==> src/sv/sssd_pkg.sv <==
// ----------------------------------------------------------------------------
// sssd_pkg: shared types and constants for the seven-segment scan driver
// Holds operation codes, register indexes, clamp limits, the segment
// decode function and the structs passed between pipeline stages.
// ----------------------------------------------------------------------------
package sssd_pkg;

	// Largest display supported by this build (2..4)
	localparam int MaxDigits = 4;

	// Operation codes of an input transaction
	typedef enum logic [1:0] {
		OP_TICK       = 2'd0,
		OP_SET_NUMBER = 2'd1,
		OP_SET_TIME   = 2'd2,
		OP_CLEAR      = 2'd3
	} op_t;

	// Configuration register indexes
	localparam int CfgIndexW = 8;
	localparam logic [CfgIndexW-1:0] REG_FOUR_DIGIT_MODE    = 8'd0;
	localparam logic [CfgIndexW-1:0] REG_SHOW_LEADING_ZEROS = 8'd1;
	localparam logic [CfgIndexW-1:0] REG_COMMON_CATHODE     = 8'd2;
	localparam logic [CfgIndexW-1:0] REG_SCAN_INTERVAL      = 8'd3;

	// Clamp limits
	localparam logic [13:0] NumLimitFour = 14'd9999;
	localparam logic [13:0] NumLimitTwo  = 14'd99;
	localparam logic [7:0]  HoursLimit   = 8'd23;
	localparam logic [7:0]  MinutesLimit = 8'd59;

	// Reset values of the configuration registers
	localparam logic [15:0] ScanIntervalReset = 16'd1000;

	typedef logic [3:0] bcd_t;

	typedef struct packed {
		logic        four_digit_mode;
		logic        show_leading_zeros;
		logic        common_cathode;
		logic [15:0] scan_interval;
	} cfg_t;

	// Value split into a hundreds pair and a units pair (each 0..99)
	typedef struct packed {
		op_t        op;
		logic [6:0] hi;
		logic [6:0] lo;
	} pair_t;

	typedef struct packed {
		logic [6:0] segment;
		logic [3:0] lines;
		logic [1:0] position;
	} result_t;

	// Four digits only when selected and the build supports them
	function automatic logic four_digits(input cfg_t c);
		return c.four_digit_mode && (MaxDigits >= 4);
	endfunction

	// Split 0..99 into {tens, ones}; x*103 >> 10 is exact for this range
	function automatic logic [7:0] split_tens(input logic [6:0] x);
		logic [13:0] prod;
		logic [3:0]  tens;
		logic [6:0]  ones;
		prod = 14'(x) * 14'd103;
		tens = prod[13:10];
		ones = x - 7'(tens) * 7'd10;
		return {tens, ones[3:0]};
	endfunction

	// Segment pattern, bit 0 = a .. bit 6 = g
	function automatic logic [6:0] seg_pattern(input bcd_t d);
		logic [6:0] p;
		case (d)
			4'd0: p = 7'h3F;
			4'd1: p = 7'h06;
			4'd2: p = 7'h5B;
			4'd3: p = 7'h4F;
			4'd4: p = 7'h66;
			4'd5: p = 7'h6D;
			4'd6: p = 7'h7D;
			4'd7: p = 7'h07;
			4'd8: p = 7'h7F;
			4'd9: p = 7'h6F;
			default: p = 7'h00;
		endcase
		return p;
	endfunction

endpackage

==> src/sv/sssd_prep.sv <==
// ----------------------------------------------------------------------------
// sssd_prep: input register and value clamp/split stage
// Registers each accepted transaction, clamps the number or the time and
// splits it into a hundreds pair and a units pair for the scan stage.
// ----------------------------------------------------------------------------
module sssd_prep (
	input  logic            clk,
	input  logic            arst_n,
	input  logic            advance,
	input  logic            in_valid,
	input  logic [1:0]      operation,
	input  logic [15:0]     number_value,
	input  logic [7:0]      hours_value,
	input  logic [7:0]      minutes_value,
	input  sssd_pkg::cfg_t  cfg,
	output logic            pair_valid,
	output sssd_pkg::pair_t pair
);
	import sssd_pkg::*;

	// 5243 / 2^19 approximates 1/100 closely enough for values below 16384
	localparam logic [13:0] RecipHundred = 14'd5243;
	localparam int          RecipShift   = 19;

	logic        valid_s1;
	op_t         op_s1;
	logic [15:0] num_s1;
	logic [7:0]  hrs_s1;
	logic [7:0]  min_s1;

	logic        valid_s2;
	pair_t       pair_s2;

	logic [13:0] num_lim;
	logic [13:0] num_cl;
	logic [27:0] prod;
	logic [6:0]  hundreds;
	logic [13:0] rem_full;
	logic [7:0]  hrs_cl;
	logic [7:0]  min_cl;
	pair_t       pair_d;

	// Input register
	always_ff @(posedge clk or negedge arst_n) begin
		if (!arst_n) begin
			valid_s1 <= 1'b0;
		end else if (advance) begin
			valid_s1 <= in_valid;
		end
	end

	always_ff @(posedge clk) begin
		if (advance && in_valid) begin
			op_s1  <= op_t'(operation);
			num_s1 <= number_value;
			hrs_s1 <= hours_value;
			min_s1 <= minutes_value;
		end
	end

	// Clamp and split
	always_comb begin
		num_lim  = four_digits(cfg) ? NumLimitFour : NumLimitTwo;
		num_cl   = (num_s1 > 16'(num_lim)) ? num_lim : num_s1[13:0];
		prod     = 28'(num_cl) * 28'(RecipHundred);
		hundreds = prod[RecipShift+6:RecipShift];
		rem_full = num_cl - 14'(hundreds) * 14'd100;
		hrs_cl   = (hrs_s1 > HoursLimit) ? HoursLimit : hrs_s1;
		min_cl   = (min_s1 > MinutesLimit) ? MinutesLimit : min_s1;

		pair_d.op = op_s1;
		case (op_s1)
			OP_SET_TIME: begin
				pair_d.hi = hrs_cl[6:0];
				pair_d.lo = min_cl[6:0];
			end
			default: begin
				pair_d.hi = hundreds;
				pair_d.lo = rem_full[6:0];
			end
		endcase
	end

	// Split register
	always_ff @(posedge clk or negedge arst_n) begin
		if (!arst_n) begin
			valid_s2 <= 1'b0;
		end else if (advance) begin
			valid_s2 <= valid_s1;
		end
	end

	always_ff @(posedge clk) begin
		if (advance && valid_s1) begin
			pair_s2 <= pair_d;
		end
	end

	assign pair_valid = valid_s2;
	assign pair       = pair_s2;

endmodule

==> src/sv/sssd_scan.sv <==
// ----------------------------------------------------------------------------
// sssd_scan: display state, tick counter and digit scan
// Holds the shown value as four decimal digits, counts ticks, scans one
// position per interval and registers the drive levels of every transaction.
// ----------------------------------------------------------------------------
module sssd_scan (
	input  logic              clk,
	input  logic              arst_n,
	input  logic              advance,
	input  logic              pair_valid,
	input  sssd_pkg::pair_t   pair,
	input  sssd_pkg::cfg_t    cfg,
	output logic              res_valid,
	output sssd_pkg::result_t res
);
	import sssd_pkg::*;

	// digit 3 = thousands .. digit 0 = ones
	bcd_t        digits_q [4];
	logic [15:0] tick_q;
	logic [1:0]  pos_q;
	logic [6:0]  seg_q;
	logic [3:0]  dig_q;

	bcd_t        digits_d [4];
	logic [15:0] tick_d;
	logic [1:0]  pos_d;
	logic [6:0]  seg_d;
	logic [3:0]  dig_d;

	logic        four;
	logic        slz;
	logic [15:0] tick_inc;
	logic        scan_hit;
	logic [1:0]  pos_cur;
	bcd_t        sel_digit;
	logic        blank;
	logic [7:0]  hi_split;
	logic [7:0]  lo_split;

	logic        valid_s3;
	result_t     res_s3;
	result_t     res_d;

	always_comb begin
		four     = four_digits(cfg);
		slz      = cfg.show_leading_zeros;
		tick_inc = (tick_q == 16'hFFFF) ? tick_q : tick_q + 16'd1;
		scan_hit = (tick_inc >= cfg.scan_interval);
		hi_split = split_tens(pair.hi);
		lo_split = split_tens(pair.lo);

		// Wrap a position left over from four-digit mode
		pos_cur = (!four && pos_q[1]) ? 2'd0 : pos_q;

		// Digit pick and leading-zero blanking
		if (four) begin
			case (pos_cur)
				2'd0: begin
					sel_digit = digits_q[3];
					blank = !slz && (digits_q[3] == 4'd0);
				end
				2'd1: begin
					sel_digit = digits_q[2];
					blank = !slz && (digits_q[3] == 4'd0) && (digits_q[2] == 4'd0);
				end
				2'd2: begin
					sel_digit = digits_q[1];
					blank = !slz && (digits_q[3] == 4'd0) && (digits_q[2] == 4'd0)
						&& (digits_q[1] == 4'd0);
				end
				default: begin
					sel_digit = digits_q[0];
					blank = 1'b0;
				end
			endcase
		end else if (!pos_cur[0]) begin
			sel_digit = digits_q[1];
			blank = !slz && (digits_q[3] == 4'd0) && (digits_q[2] == 4'd0)
				&& (digits_q[1] == 4'd0);
		end else begin
			sel_digit = digits_q[0];
			blank = 1'b0;
		end

		// Defaults: hold state
		digits_d = digits_q;
		tick_d   = tick_q;
		pos_d    = pos_q;
		seg_d    = seg_q;
		dig_d    = dig_q;

		case (pair.op)
			OP_TICK: begin
				tick_d = tick_inc;
				if (scan_hit) begin
					tick_d = 16'd0;
					pos_d  = four ? pos_cur + 2'd1 : {1'b0, ~pos_cur[0]};
					if (blank) begin
						seg_d = 7'd0;
						dig_d = 4'd0;
					end else begin
						seg_d = seg_pattern(sel_digit);
						dig_d = 4'b0001 << pos_cur;
					end
				end
			end
			OP_SET_NUMBER: begin
				digits_d[3] = hi_split[7:4];
				digits_d[2] = hi_split[3:0];
				digits_d[1] = lo_split[7:4];
				digits_d[0] = lo_split[3:0];
			end
			OP_SET_TIME: begin
				if (four) begin
					digits_d[3] = hi_split[7:4];
					digits_d[2] = hi_split[3:0];
					digits_d[1] = lo_split[7:4];
					digits_d[0] = lo_split[3:0];
				end
			end
			default: begin
				digits_d[3] = 4'd0;
				digits_d[2] = 4'd0;
				digits_d[1] = 4'd0;
				digits_d[0] = 4'd0;
				seg_d       = 7'd0;
				dig_d       = 4'd0;
			end
		endcase

		// Line levels with the configured polarity
		res_d.segment  = seg_d;
		res_d.lines    = cfg.common_cathode ? ~dig_d : dig_d;
		res_d.position = pos_d;
	end

	// Display state
	always_ff @(posedge clk or negedge arst_n) begin
		if (!arst_n) begin
			for (int i = 0; i < 4; i++) begin
				digits_q[i] <= 4'd0;
			end
			tick_q <= 16'd0;
			pos_q  <= 2'd0;
			seg_q  <= 7'd0;
			dig_q  <= 4'd0;
		end else if (advance && pair_valid) begin
			digits_q <= digits_d;
			tick_q   <= tick_d;
			pos_q    <= pos_d;
			seg_q    <= seg_d;
			dig_q    <= dig_d;
		end
	end

	// Result register
	always_ff @(posedge clk or negedge arst_n) begin
		if (!arst_n) begin
			valid_s3 <= 1'b0;
		end else if (advance) begin
			valid_s3 <= pair_valid;
		end
	end

	always_ff @(posedge clk) begin
		if (advance && pair_valid) begin
			res_s3 <= res_d;
		end
	end

	assign res_valid = valid_s3;
	assign res       = res_s3;

endmodule

==> src/sv/seven_segment_scan_driver_unit.sv <==
// ----------------------------------------------------------------------------
// seven_segment_scan_driver_unit: multiplexed 2/4-digit display driver
// Takes tick, set-number, set-time and clear transactions and returns the
// segment and digit line levels after each one.
// ----------------------------------------------------------------------------
// Usage: one input transaction is taken every cycle and each produces one
// result transaction through the input register, the clamp/split register
// and the result register. The only thing that holds off input is a
// result left waiting in the output register; in_ready follows out_ready
// while that register is full. The scan stage updates the display state
// once per transaction, which sets the one-per-cycle rate. Configuration
// writes are accepted every cycle and should be made while no transaction
// is in flight.
module seven_segment_scan_driver_unit (
	input  logic                           clk,
	input  logic                           arst_n,
	input  logic                           in_valid,
	output logic                           in_ready,
	input  logic [1:0]                     operation,
	input  logic [15:0]                    number_value,
	input  logic [7:0]                     hours_value,
	input  logic [7:0]                     minutes_value,
	output logic                           out_valid,
	input  logic                           out_ready,
	output logic [6:0]                     segment_drive,
	output logic [3:0]                     digit_drive,
	output logic [1:0]                     scan_position,
	input  logic                           cfg_valid,
	output logic                           cfg_ready,
	input  logic [sssd_pkg::CfgIndexW-1:0] cfg_index,
	input  logic [15:0]                    cfg_data
);
	import sssd_pkg::*;

	cfg_t    cfg_q;
	logic    advance;
	logic    pair_valid;
	pair_t   pair;
	logic    res_valid;
	result_t res;

	// Configuration registers
	always_ff @(posedge clk or negedge arst_n) begin
		if (!arst_n) begin
			cfg_q.four_digit_mode    <= 1'b1;
			cfg_q.show_leading_zeros <= 1'b0;
			cfg_q.common_cathode     <= 1'b1;
			cfg_q.scan_interval      <= ScanIntervalReset;
		end else if (cfg_valid) begin
			case (cfg_index)
				REG_FOUR_DIGIT_MODE:    cfg_q.four_digit_mode    <= cfg_data[0];
				REG_SHOW_LEADING_ZEROS: cfg_q.show_leading_zeros <= cfg_data[0];
				REG_COMMON_CATHODE:     cfg_q.common_cathode     <= cfg_data[0];
				REG_SCAN_INTERVAL:      cfg_q.scan_interval      <= cfg_data;
				default: ;
			endcase
		end
	end

	assign cfg_ready = 1'b1;

	// Whole pipeline moves unless a result sits untaken
	assign advance  = !res_valid || out_ready;
	assign in_ready = advance;

	sssd_prep u_prep (
		.clk           (clk),
		.arst_n        (arst_n),
		.advance       (advance),
		.in_valid      (in_valid),
		.operation     (operation),
		.number_value  (number_value),
		.hours_value   (hours_value),
		.minutes_value (minutes_value),
		.cfg           (cfg_q),
		.pair_valid    (pair_valid),
		.pair          (pair)
	);

	sssd_scan u_scan (
		.clk        (clk),
		.arst_n     (arst_n),
		.advance    (advance),
		.pair_valid (pair_valid),
		.pair       (pair),
		.cfg        (cfg_q),
		.res_valid  (res_valid),
		.res        (res)
	);

	assign out_valid     = res_valid;
	assign segment_drive = res.segment;
	assign digit_drive   = res.lines;
	assign scan_position = res.position;

endmodule

==> config.mk <==
export PLATFORM = sky130hd
export DESIGN_NAME = seven_segment_scan_driver_unit
export DESIGN_NICKNAME = d
export VERILOG_FILES = /design/src/sv/sssd_pkg.sv /design/src/sv/sssd_prep.sv /design/src/sv/sssd_scan.sv /design/src/sv/seven_segment_scan_driver_unit.sv
export SDC_FILE = /design/constraint.sdc
export NUM_CORES = 1
export LEC_CHECK = 0
export BUFFER_PORTS_ARGS = -buffer_cell sky130_fd_sc_hd__clkbuf_2
export CORE_ASPECT_RATIO = 1.2
export CORE_UTILIZATION = 55
export DETAILED_ROUTE_END_ITERATION = 8
export PLACE_DENSITY = 0.78
export SYNTH_ARGS = -nofsm -noshare
export SYNTH_HDL_FRONTEND = slang
export SYNTH_SLANG_ARGS = --single-unit
==> constraint.sdc <==
create_clock -name clk -period 10.1 [get_ports clk]
set_clock_uncertainty 0.1 [all_clocks]
set_input_delay 0.505 -clock clk [delete_from_list [all_inputs] [get_ports clk]]
set_output_delay 0.505 -clock clk [all_outputs]
set_load 0.05 [all_outputs]
==> results of run 1 <==
-- layout make-up --
type / count / area [µm²]
fill: 1751 / 8220
multi-input combinational: 788 / 7490
sequential: 130 / 3580
inverter: 247 / 927
clock buffer: 17 / 425
timing repair buffer: 80 / 408
tap: 274 / 343
clock inverter: 14 / 238
-- synthesized netlist by cell type, drive strengths merged, types with 9 or more instances --
library cell  count  area share
dfrtp            59        0.12
fa               81        0.13
nor2             35       0.011
edfxtp           63        0.16
o31ai            12      0.0075
nor3              9      0.0037
o21ai            46       0.019
and3             13      0.0068
a21o             12      0.0075
inv             247       0.077
nand2            97       0.030
nand2b           14      0.0072
nand3            16      0.0066
xnor2            37       0.027
mux2i             9      0.0075
clkbuf           15      0.0047
a21oi            45       0.020
nand4            11      0.0057
mux2             30       0.028
ha              212        0.22
-- per-stage QoR --
stage / instance area (µm²) / std cells / utilization / setup slack (ns) / hold slack (ns)
final: 13400 / 1550 / 0.620 / 0.927 / 0.158
after global routing: 13400 / 1550 / 0.620 / 0.284 / 0.145
after CTS: 13400 / 1550 / 0.620 / 0.950 / 0.147
after detailed placement: 12700 / 1519 / 0.589 / 0.987 / 0.374
after global placement: 12700 / 1519 / 0.589 / 1.24 / 0.372
after floorplan: 12100 / 1187 / - / 1.98 / 0.109
-- final timing paths --
kind | end | slack [ns] | cells after the start
worst max-delay path | u_prep.pair[6] | 0.93 | 34
worst min-delay path | u_prep.num_s1[6] | 0.16 | 1
worst max register to register | u_prep.pair[6] | 0.93 | 34
worst min register to register | u_prep.pair[14] | 0.39 | 0
max in group asynchronous | u_scan.digits_q[0] | 9.15 | 2
min in group asynchronous | u_scan.tick_q[6] | 0.18 | 2
-- flip-flops by register name (all words and copies together) (netlist names) --
signal / count
u_scan.seg_q: 7
u_scan.tick_q: 16
cfg_q: 19
u_scan.res_valid: 1
u_scan.digits_q: 16
u_prep.op_s1: 2
u_prep.min_s1: 8
u_scan.res: 13
u_scan.pos_q: 2
u_prep.pair_valid: 1
u_prep.num_s1: 16
u_scan.dig_q: 4
u_prep.valid_s1: 1
u_prep.pair: 16
u_prep.hrs_s1: 8
-- cell families (layout without fill, tap and decap cells) --
logic type | after synthesis | count (layout) | synth area share
mux | 39 | 39 | 0.0357
simple gates | 225 | 225 | 0.0893
fa+ha+maj | 293 | 293 | 0.354
other cells | 1 | 1 | 0.000310
flops | 130 | 130 | 0.296
xor+xnor | 45 | 45 | 0.0349
compound gates | 185 | 185 | 0.105
buf+inv | 269 | 358 | 0.0846
-- cell usage in the layout, fill, tap and decap left out, drive strengths merged, types with 35 or more instances in the layout --
cell,Yosys,routed
clkbuf,15,93
o21ai,46,46
a21oi,45,45
inv,247,247
fa,81,81
nor2,35,35
dfrtp,59,59
edfxtp,63,63
xnor2,37,37
ha,212,212
nand2,97,97
-- routing by layer --
metal  global-route usage  up-vias
met5                    0        -
met4                0.109        0
li1                     -     4163
met2                0.449      210
met1                0.284     4150
met3               0.0331       64
==> metrics, run 1 <==
status=completed; Final GP Congestion=~0.94; dominant synthesized flop cell=edfxtp_1; fin crit period=between 9 and 10 ns; core outline area=21600 µm²; sequential element share of the synthesized area=0.296; routed length on met1=a little over 10 mm; CP Capture Type=flip-flop; CP Data Arrival Time=just over 9 ns; Post-synth EDFFs=63; Critical Path Source=cfg_q[18]; WL/cell=between 15 and 20 µm; RSZ-0062 raised after global routing=no; max cap viols=0; met3 wire length=around 900 µm; # diodes=0; PortBufs=77; synth unique cells=78; Worst Hold Class=primary input to flip-flop; Cell Area, Synth=around 12000 µm²; Via density=5.54; Worst Path Buf+Inv=7; CTS tree=yes; Worst-Skew Late Latency=about 0.42 ns; Post-Syn Nets=roughly 1.5k; Worst path max stage delay=about 0.74 ns; initial antenna violation count=0; Worst-path clk slew=0.06 ns; Rows=59; worst path required time=~10 ns; initial core utilization=0.559; Tightest Pin Transition=1.02 ns; Synth-to-Final Area Change=10.9%; drt first pass iters=5; starting DRC count in detailed routing=roughly 380; largest net degree at the start of global routing=68; Hold Startpoint=number_value[6]; Die ar.=around 23000 µm²; Remaining Overflow, GRT=0; Critical Path Most Common Cell=inv_1; final setup fails=0; DRC errors left=0; # H-tree levels=4; post-cts resize count=0; Fin. Hold Viols=0; synthesized instance count=about 1.2k; DR top layer=met4; ys async rst share=0.515; Worst Setup Start Kind=flip-flop; register bit count reported by yosys=130; first-pass GRT wire length=between 40 and 50 mm; CP max-delay cell=dfstp_2; CTS Buf Count=17; clk buf depth=2; peak fanout along the critical path=16; Die X=137 µm; Slew Limit Headroom=0.317; post-route ant nets=0; fmax=about 110 MHz; cts hold-fix bufs=0; gr usage total=0.246; synth warn=0; routed vias=8587; r2r startpoint=cfg_q[18]; post-route clock period utilization=0.908; vias in the first global route=approximately 9k; Clock Root Buffer=clkbuf_16; kind of critical path=flip-flop to flip-flop; Final Max Tran Viols=0; TNS Setup=0 ns; detailed placement HPWL=~21 mm; fin nets=1620; Crit path max-delay family=adder cells; DRT Wirelength=approximately 26 mm; met2 WL=approximately 13 mm; io pins=between 70 and 80; postcts setup bufs=0; Avg Cell Area, Syn=about 10 µm²; layout cells sized above 1=0.124; Num Clock Sinks=between 100 and 150; Die Ht=about 160 µm
Power of run 1 is not shown: default switching activity piles up to over one toggle a cycle in this logic, so the estimate is an artifact.
==> run 2, diff against run 1 <==
BUFFER_PORTS_ARGS = -buffer_cell sky130_fd_sc_hd__buf_4   (was -buffer_cell sky130_fd_sc_hd__clkbuf_2)
==> run 2 against run 1 <==
- setup slack gained 0.032 ns
- largest cell class unchanged
- critical path depth is the same
- non-clock buffer count shrank 1
- hold slack lost 0.079 ns
- sequential share of layout area shrank 0.27 points
- final cell count is the same
- register-to-register slack gained 0.03 ns
- die area is the same
- maximum frequency grew 0.36%
- count of clock-buffer cells in the layout grew 3
- flip-flop and latch count is the same
- first-iteration DRC count grew 11%
==> metrics, run 2 (same netlist as run 1, synthesis figures left out) <==
Critical Path Sink=u_prep.pair[6]; worst r2r path cells=34; Synth-to-Final Area Change=12.0%; Worst path max stage delay=approximately 0.73 ns; PortBufs=77; peak fanout along the critical path=16; Critical Path Source=cfg_q[18]; Worst-Skew Late Latency=approximately 0.43 ns; Critical Path Most Common Cell=inv_1; status=completed; post-route clock period utilization=0.905; # H-tree levels=4; routed length on met1=roughly 10 mm; worst slack at placement=between 1 and 1.5 ns; Die Ht=roughly 160 µm; clk buf depth=2; slack of the critical path=~0.96 ns; met2 WL=roughly 13 mm; Rows=between 50 and 60; gr usage total=0.244; commonest non-fill, non-tap cell in the layout=inv_1; WL/cell=between 15 and 20 µm; post-cts resize count=0; Largest register FFs=19; detailed placement HPWL=about 20 mm; Layout Utilization=0.626; max cap viols=0; Clock Root Buffer=clkbuf_16; reg2reg end=u_prep.pair[6]; vias in the first global route=about 9k; Die ar.=22600 µm²; DR top layer=met4; Crit path max-delay family=adder cells; TNS Setup=0 ns; final setup fails=0; fin crit period=slightly above 9 ns; met3 wire length=1.05 mm; largest net degree at the start of global routing=68; core outline area=21600 µm²; Die X=between 100 and 150 µm; Final Max Tran Viols=0; Worst-path clk slew=about 0.06 ns; postcts setup bufs=0; first-pass GRT wire length=42.3 mm; Remaining Overflow, GRT=0; CP max-delay cell=dfstp_2; routed vias=roughly 8.7k; worst path required time=10.16 ns; DRC errors left=0; kind of critical path=flip-flop to flip-flop; # diodes=0; most frequent cells in the layout=inv_1 (246), ha_1 (212), nand2_1 (97); CP Data Arrival Time=9.20 ns; drt first pass iters=6; initial antenna violation count=0; CTS tree=yes; DRT Wirelength=roughly 25 mm; post-route ant nets=0; r2r startpoint=cfg_q[18]; starting DRC count in detailed routing=418; Most flops, register=cfg_q; layout cells sized above 1=0.124; Hold Slack=between 0.07 and 0.08 ns; Via density=between 5 and 6; Tightest Pin Transition=1.03 ns; Fin. Hold Viols=0; fmax=between 100 and 150 MHz; CTS Buf Count=17; fin nets=around 1.6k; Slew Limit Headroom=0.315; CP Capture Type=flip-flop; cts hold-fix bufs=0; Worst Setup Start Kind=flip-flop; Worst path depth=34; Num Clock Sinks=130; initial core utilization=0.559; Final GP Congestion=around 0.95; RSZ-0062 raised after global routing=no; Reg2Reg Setup Slack=~0.96 ns; Worst Hold Class=primary input to async pin; io pins=slightly below 80; Worst Path Buf+Inv=7
run 2: cell types whose count changed in the layout (fill, tap and decap cells not counted), sizes merged:
cell / before / now
clkinvlp: 2 / 0
buf: 4 / 79
clkinv: 6 / 8
clkbuf: 93 / 20
bufinv: 6 / 3
inv: 247 / 248
run 2: metrics by stage:
step / cell area, µm² / cells
after floorplan: 12100 / 1187
after global placement: 12900 / 1518
after detailed placement: 12900 / 1518
after CTS: 13500 / 1550
after global routing: 13500 / 1550
final: 13500 / 1550
run 2: worst register-to-register path: cells and delay by family, from the launching register on:
family,cells,cell delay (ns)
flip-flops,1,0.73
XOR/XNOR,5,1.00
AO/OA/AOI/OAI,7,1.41
AND/OR/NAND/NOR,5,1.02
multiplexers,1,0.48
buffers and inverters,7,0.72
adder cells (fa/ha/maj),9,3.41
run 2: how the worst min path moves through the flow:
stage / startpoint / endpoint / slack (ns) / cells past startpoint
floorplan: arst_n / cfg_q[0] / 0.11 / 0
global placement: u_scan.seg_q[4] / u_scan.seg_q[4] / 0.37 / 1
detailed placement: u_scan.seg_q[4] / u_scan.seg_q[4] / 0.38 / 1
CTS: arst_n / u_scan.tick_q[11] / 0.12 / 1
global route: minutes_value[7] / u_prep.min_s1[7] / 0.15 / 1
finish: arst_n / u_scan.tick_q[11] / 0.08 / 1
run 2: metal layers:
metal,vias up,GRT usage
met2,215,0.439
met4,0,0.122
met1,4239,0.278
li1,4165,-
met3,72,0.0384
met5,-,0
run 2: area by class of cell:
class / count / area (µm²)
Clock buffer: 20 / 458
Clock inverter: 12 / 155
Fill cell: 1711 / 8090
Inverter: 247 / 927
Multi-Input combinational cell: 788 / 7490
Sequential cell: 130 / 3580
Tap cell: 274 / 343
Timing Repair Buffer: 79 / 593
Power of run 2 is left out for the same reason.
==> run 3, diff against run 2 <==
ABC_AREA = 1   (was default)
==> run 3 against run 2 <==
- sequential share of layout area decreased by 1.4 points
- global-route usage rose by 0.74 points
- critical path type unchanged
- cell area rose by 5.4%
==> metrics, run 3 <==
Die Ht=169 µm; Final GP Congestion=about 0.92; CP max-delay cell=dfstp_2; initial antenna violation count=0; Tightest Pin Transition=between 0.8 and 0.9 ns; Worst path max stage delay=between 0.7 and 0.8 ns; post-route clock period utilization=0.851; Slew Limit Headroom=0.415; Worst-Skew Late Latency=0.42 ns; peak fanout along the critical path=13; routed vias=approximately 9.8k; largest cells by area after synthesis=ha_1 (21%), edfxtp_1 (15%), fa_1 (13%); # H-tree levels=4; Clock Root Buffer=clkbuf_16; layout cells sized above 1=0.113; largest net degree at the start of global routing=68; Via density=around 5.3; initial core utilization=0.564; vias in the first global route=10.3k; Cell Area, Synth=around 13000 µm²; synth warn=0; CP Data Arrival Time=8.67 ns; Rows=60; commonest non-fill, non-tap cell in the layout=inv_1; Die X=about 140 µm; drt first pass iters=5; starting DRC count in detailed routing=473; Final Max Tran Viols=0; CTS tree=yes; # diodes=0; fmax=116 MHz; first-pass GRT wire length=between 40 and 50 mm; max cap viols=0; Synth top area share=0.208; Synth top cells by count=inv_1 (348), nand2_1 (247), ha_1 (212), fa_1 (81), nand3_1 (67); final setup fails=0; Num Clock Sinks=between 100 and 150; CTS Buf Count=17; fin nets=~1.9k; Synth-to-Final Area Change=12.1%; post-route ant nets=0; io pins=79; Post-Syn Nets=roughly 1.8k; Worst Hold Class=primary input to async pin; Remaining Overflow, GRT=0; cell accounting for the most synthesized area=ha_1; post-cts resize count=0; ys async rst share=0.515; register bit count reported by yosys=130; sequential element share of the synthesized area=0.281; gr usage total=0.251; worst slack at placement=between 1.5 and 2 ns; Largest register FFs=19; synth unique cells=50; detailed placement HPWL=around 22 mm; synthesized instance count=1456; PortBufs=77; Critical Path Most Common Cell=inv_1; Die ar.=approximately 24000 µm²; slack of the critical path=approximately 1.5 ns; Avg Cell Area, Syn=a little under 9 µm²; Fin. Hold Viols=0; Post-synth EDFFs=63; RSZ-0062 raised after global routing=no; Worst-path clk slew=roughly 0.060 ns; kind of critical path=flip-flop to flip-flop; status=completed; DRT Wirelength=approximately 28 mm; dominant synthesized flop cell=edfxtp_1; most common cell in the synthesized netlist=inv_1; fin crit period=8.59 ns; WL/cell=approximately 15 µm; Worst Setup Start Kind=flip-flop; Most flops, register=cfg_q; Hold Slack=0.0945 ns; postcts setup bufs=0; CP Capture Type=flip-flop; most frequent cells in the layout=inv_1 (348), nand2_1 (247), ha_1 (212); core outline area=about 23000 µm²; worst path required time=10.18 ns; TNS Setup=0 ns; clk buf depth=2; DRC errors left=0; cts hold-fix bufs=0
## run 3: changes by cell type after synthesis, moves of 14 or more
| cell | change |
|---|---|
| a21oi_1 | +19 |
| inv_1 | +102 |
| mux2_2 | -21 |
| nand2_1 | +150 |
| nand2b_1 | -14 |
| nand3_1 | +51 |
| nor2_1 | +21 |
| o21ai_0 | +25 |
| o22ai_1 | +18 |
| xnor2_1 | -29 |
## run 3: kinds of logic after synthesis
family	after synthesis	share of synthesized area
and+or+nand+nor	439	0.154
buffers and inverters	370	0.112
adders and majority gates	293	0.336
AOI/OAI and AO/OA	182	0.0838
DFF	130	0.281
xor gates and xnor gates	26	0.0179
muxes	15	0.0156
other	1	0.000294
## run 3: metal layers
| metal | share of wire | track usage | up-vias |
|---|---|---|---|
| met5 | 0 | 0 | - |
| met4 | 0.024 | 0.0841 | 0 |
| li1 | - | - | 4852 |
| met2 | 0.51 | 0.462 | 249 |
| met3 | 0.039 | 0.0351 | 46 |
| met1 | 0.42 | 0.300 | 4659 |
## run 3: worst paths after layout
kind / start / endpoint / slack, ns / cells after the start
worst max-delay path: cfg_q[18] / u_prep.pair[6] / 1.51 / 36
worst min-delay path: arst_n / cfg_q[14] / 0.09 / 1
worst max register to register: cfg_q[18] / u_prep.pair[6] / 1.51 / 36
worst min register to register: u_prep.pair_valid / u_scan.res_valid / 0.38 / 2
max in group asynchronous: arst_n / u_scan.tick_q[0] / 9.23 / 1
min in group clk: minutes_value[4] / u_prep.min_s1[4] / 0.15 / 1
## run 3: cell type report
type / instances / area, µm²
Fill cell: 1811 / 8320
Multi-Input combinational cell: 956 / 7730
Sequential cell: 130 / 3580
Inverter: 352 / 1320
Timing Repair Buffer: 83 / 623
Clock buffer: 17 / 425
Tap cell: 310 / 388
Clock inverter: 15 / 206
## run 3: stage by stage
stage / util / area (µm²) / instances
4_1_cts: 0.632 / 14300 / 1863
3_3_place_gp: 0.604 / 13600 / 1831
3_5_place_dp: 0.604 / 13600 / 1831
6_report: 0.632 / 14300 / 1863
5_1_grt: 0.632 / 14300 / 1863
2_1_floorplan: - / 12700 / 1456
## run 3: worst max-delay path, delay by kind of cell (launching register included)
kind                     cells  cell delay (ns)
adder cells (fa/ha/maj)      9             3.61
XOR/XNOR                     1             0.16
AND/OR/NAND/NOR             12             1.35
buffers and inverters        8             0.84
flip-flops                   1             0.75
AO/OA/AOI/OAI                6             1.56
Power of run 3 is left out for the same reason.
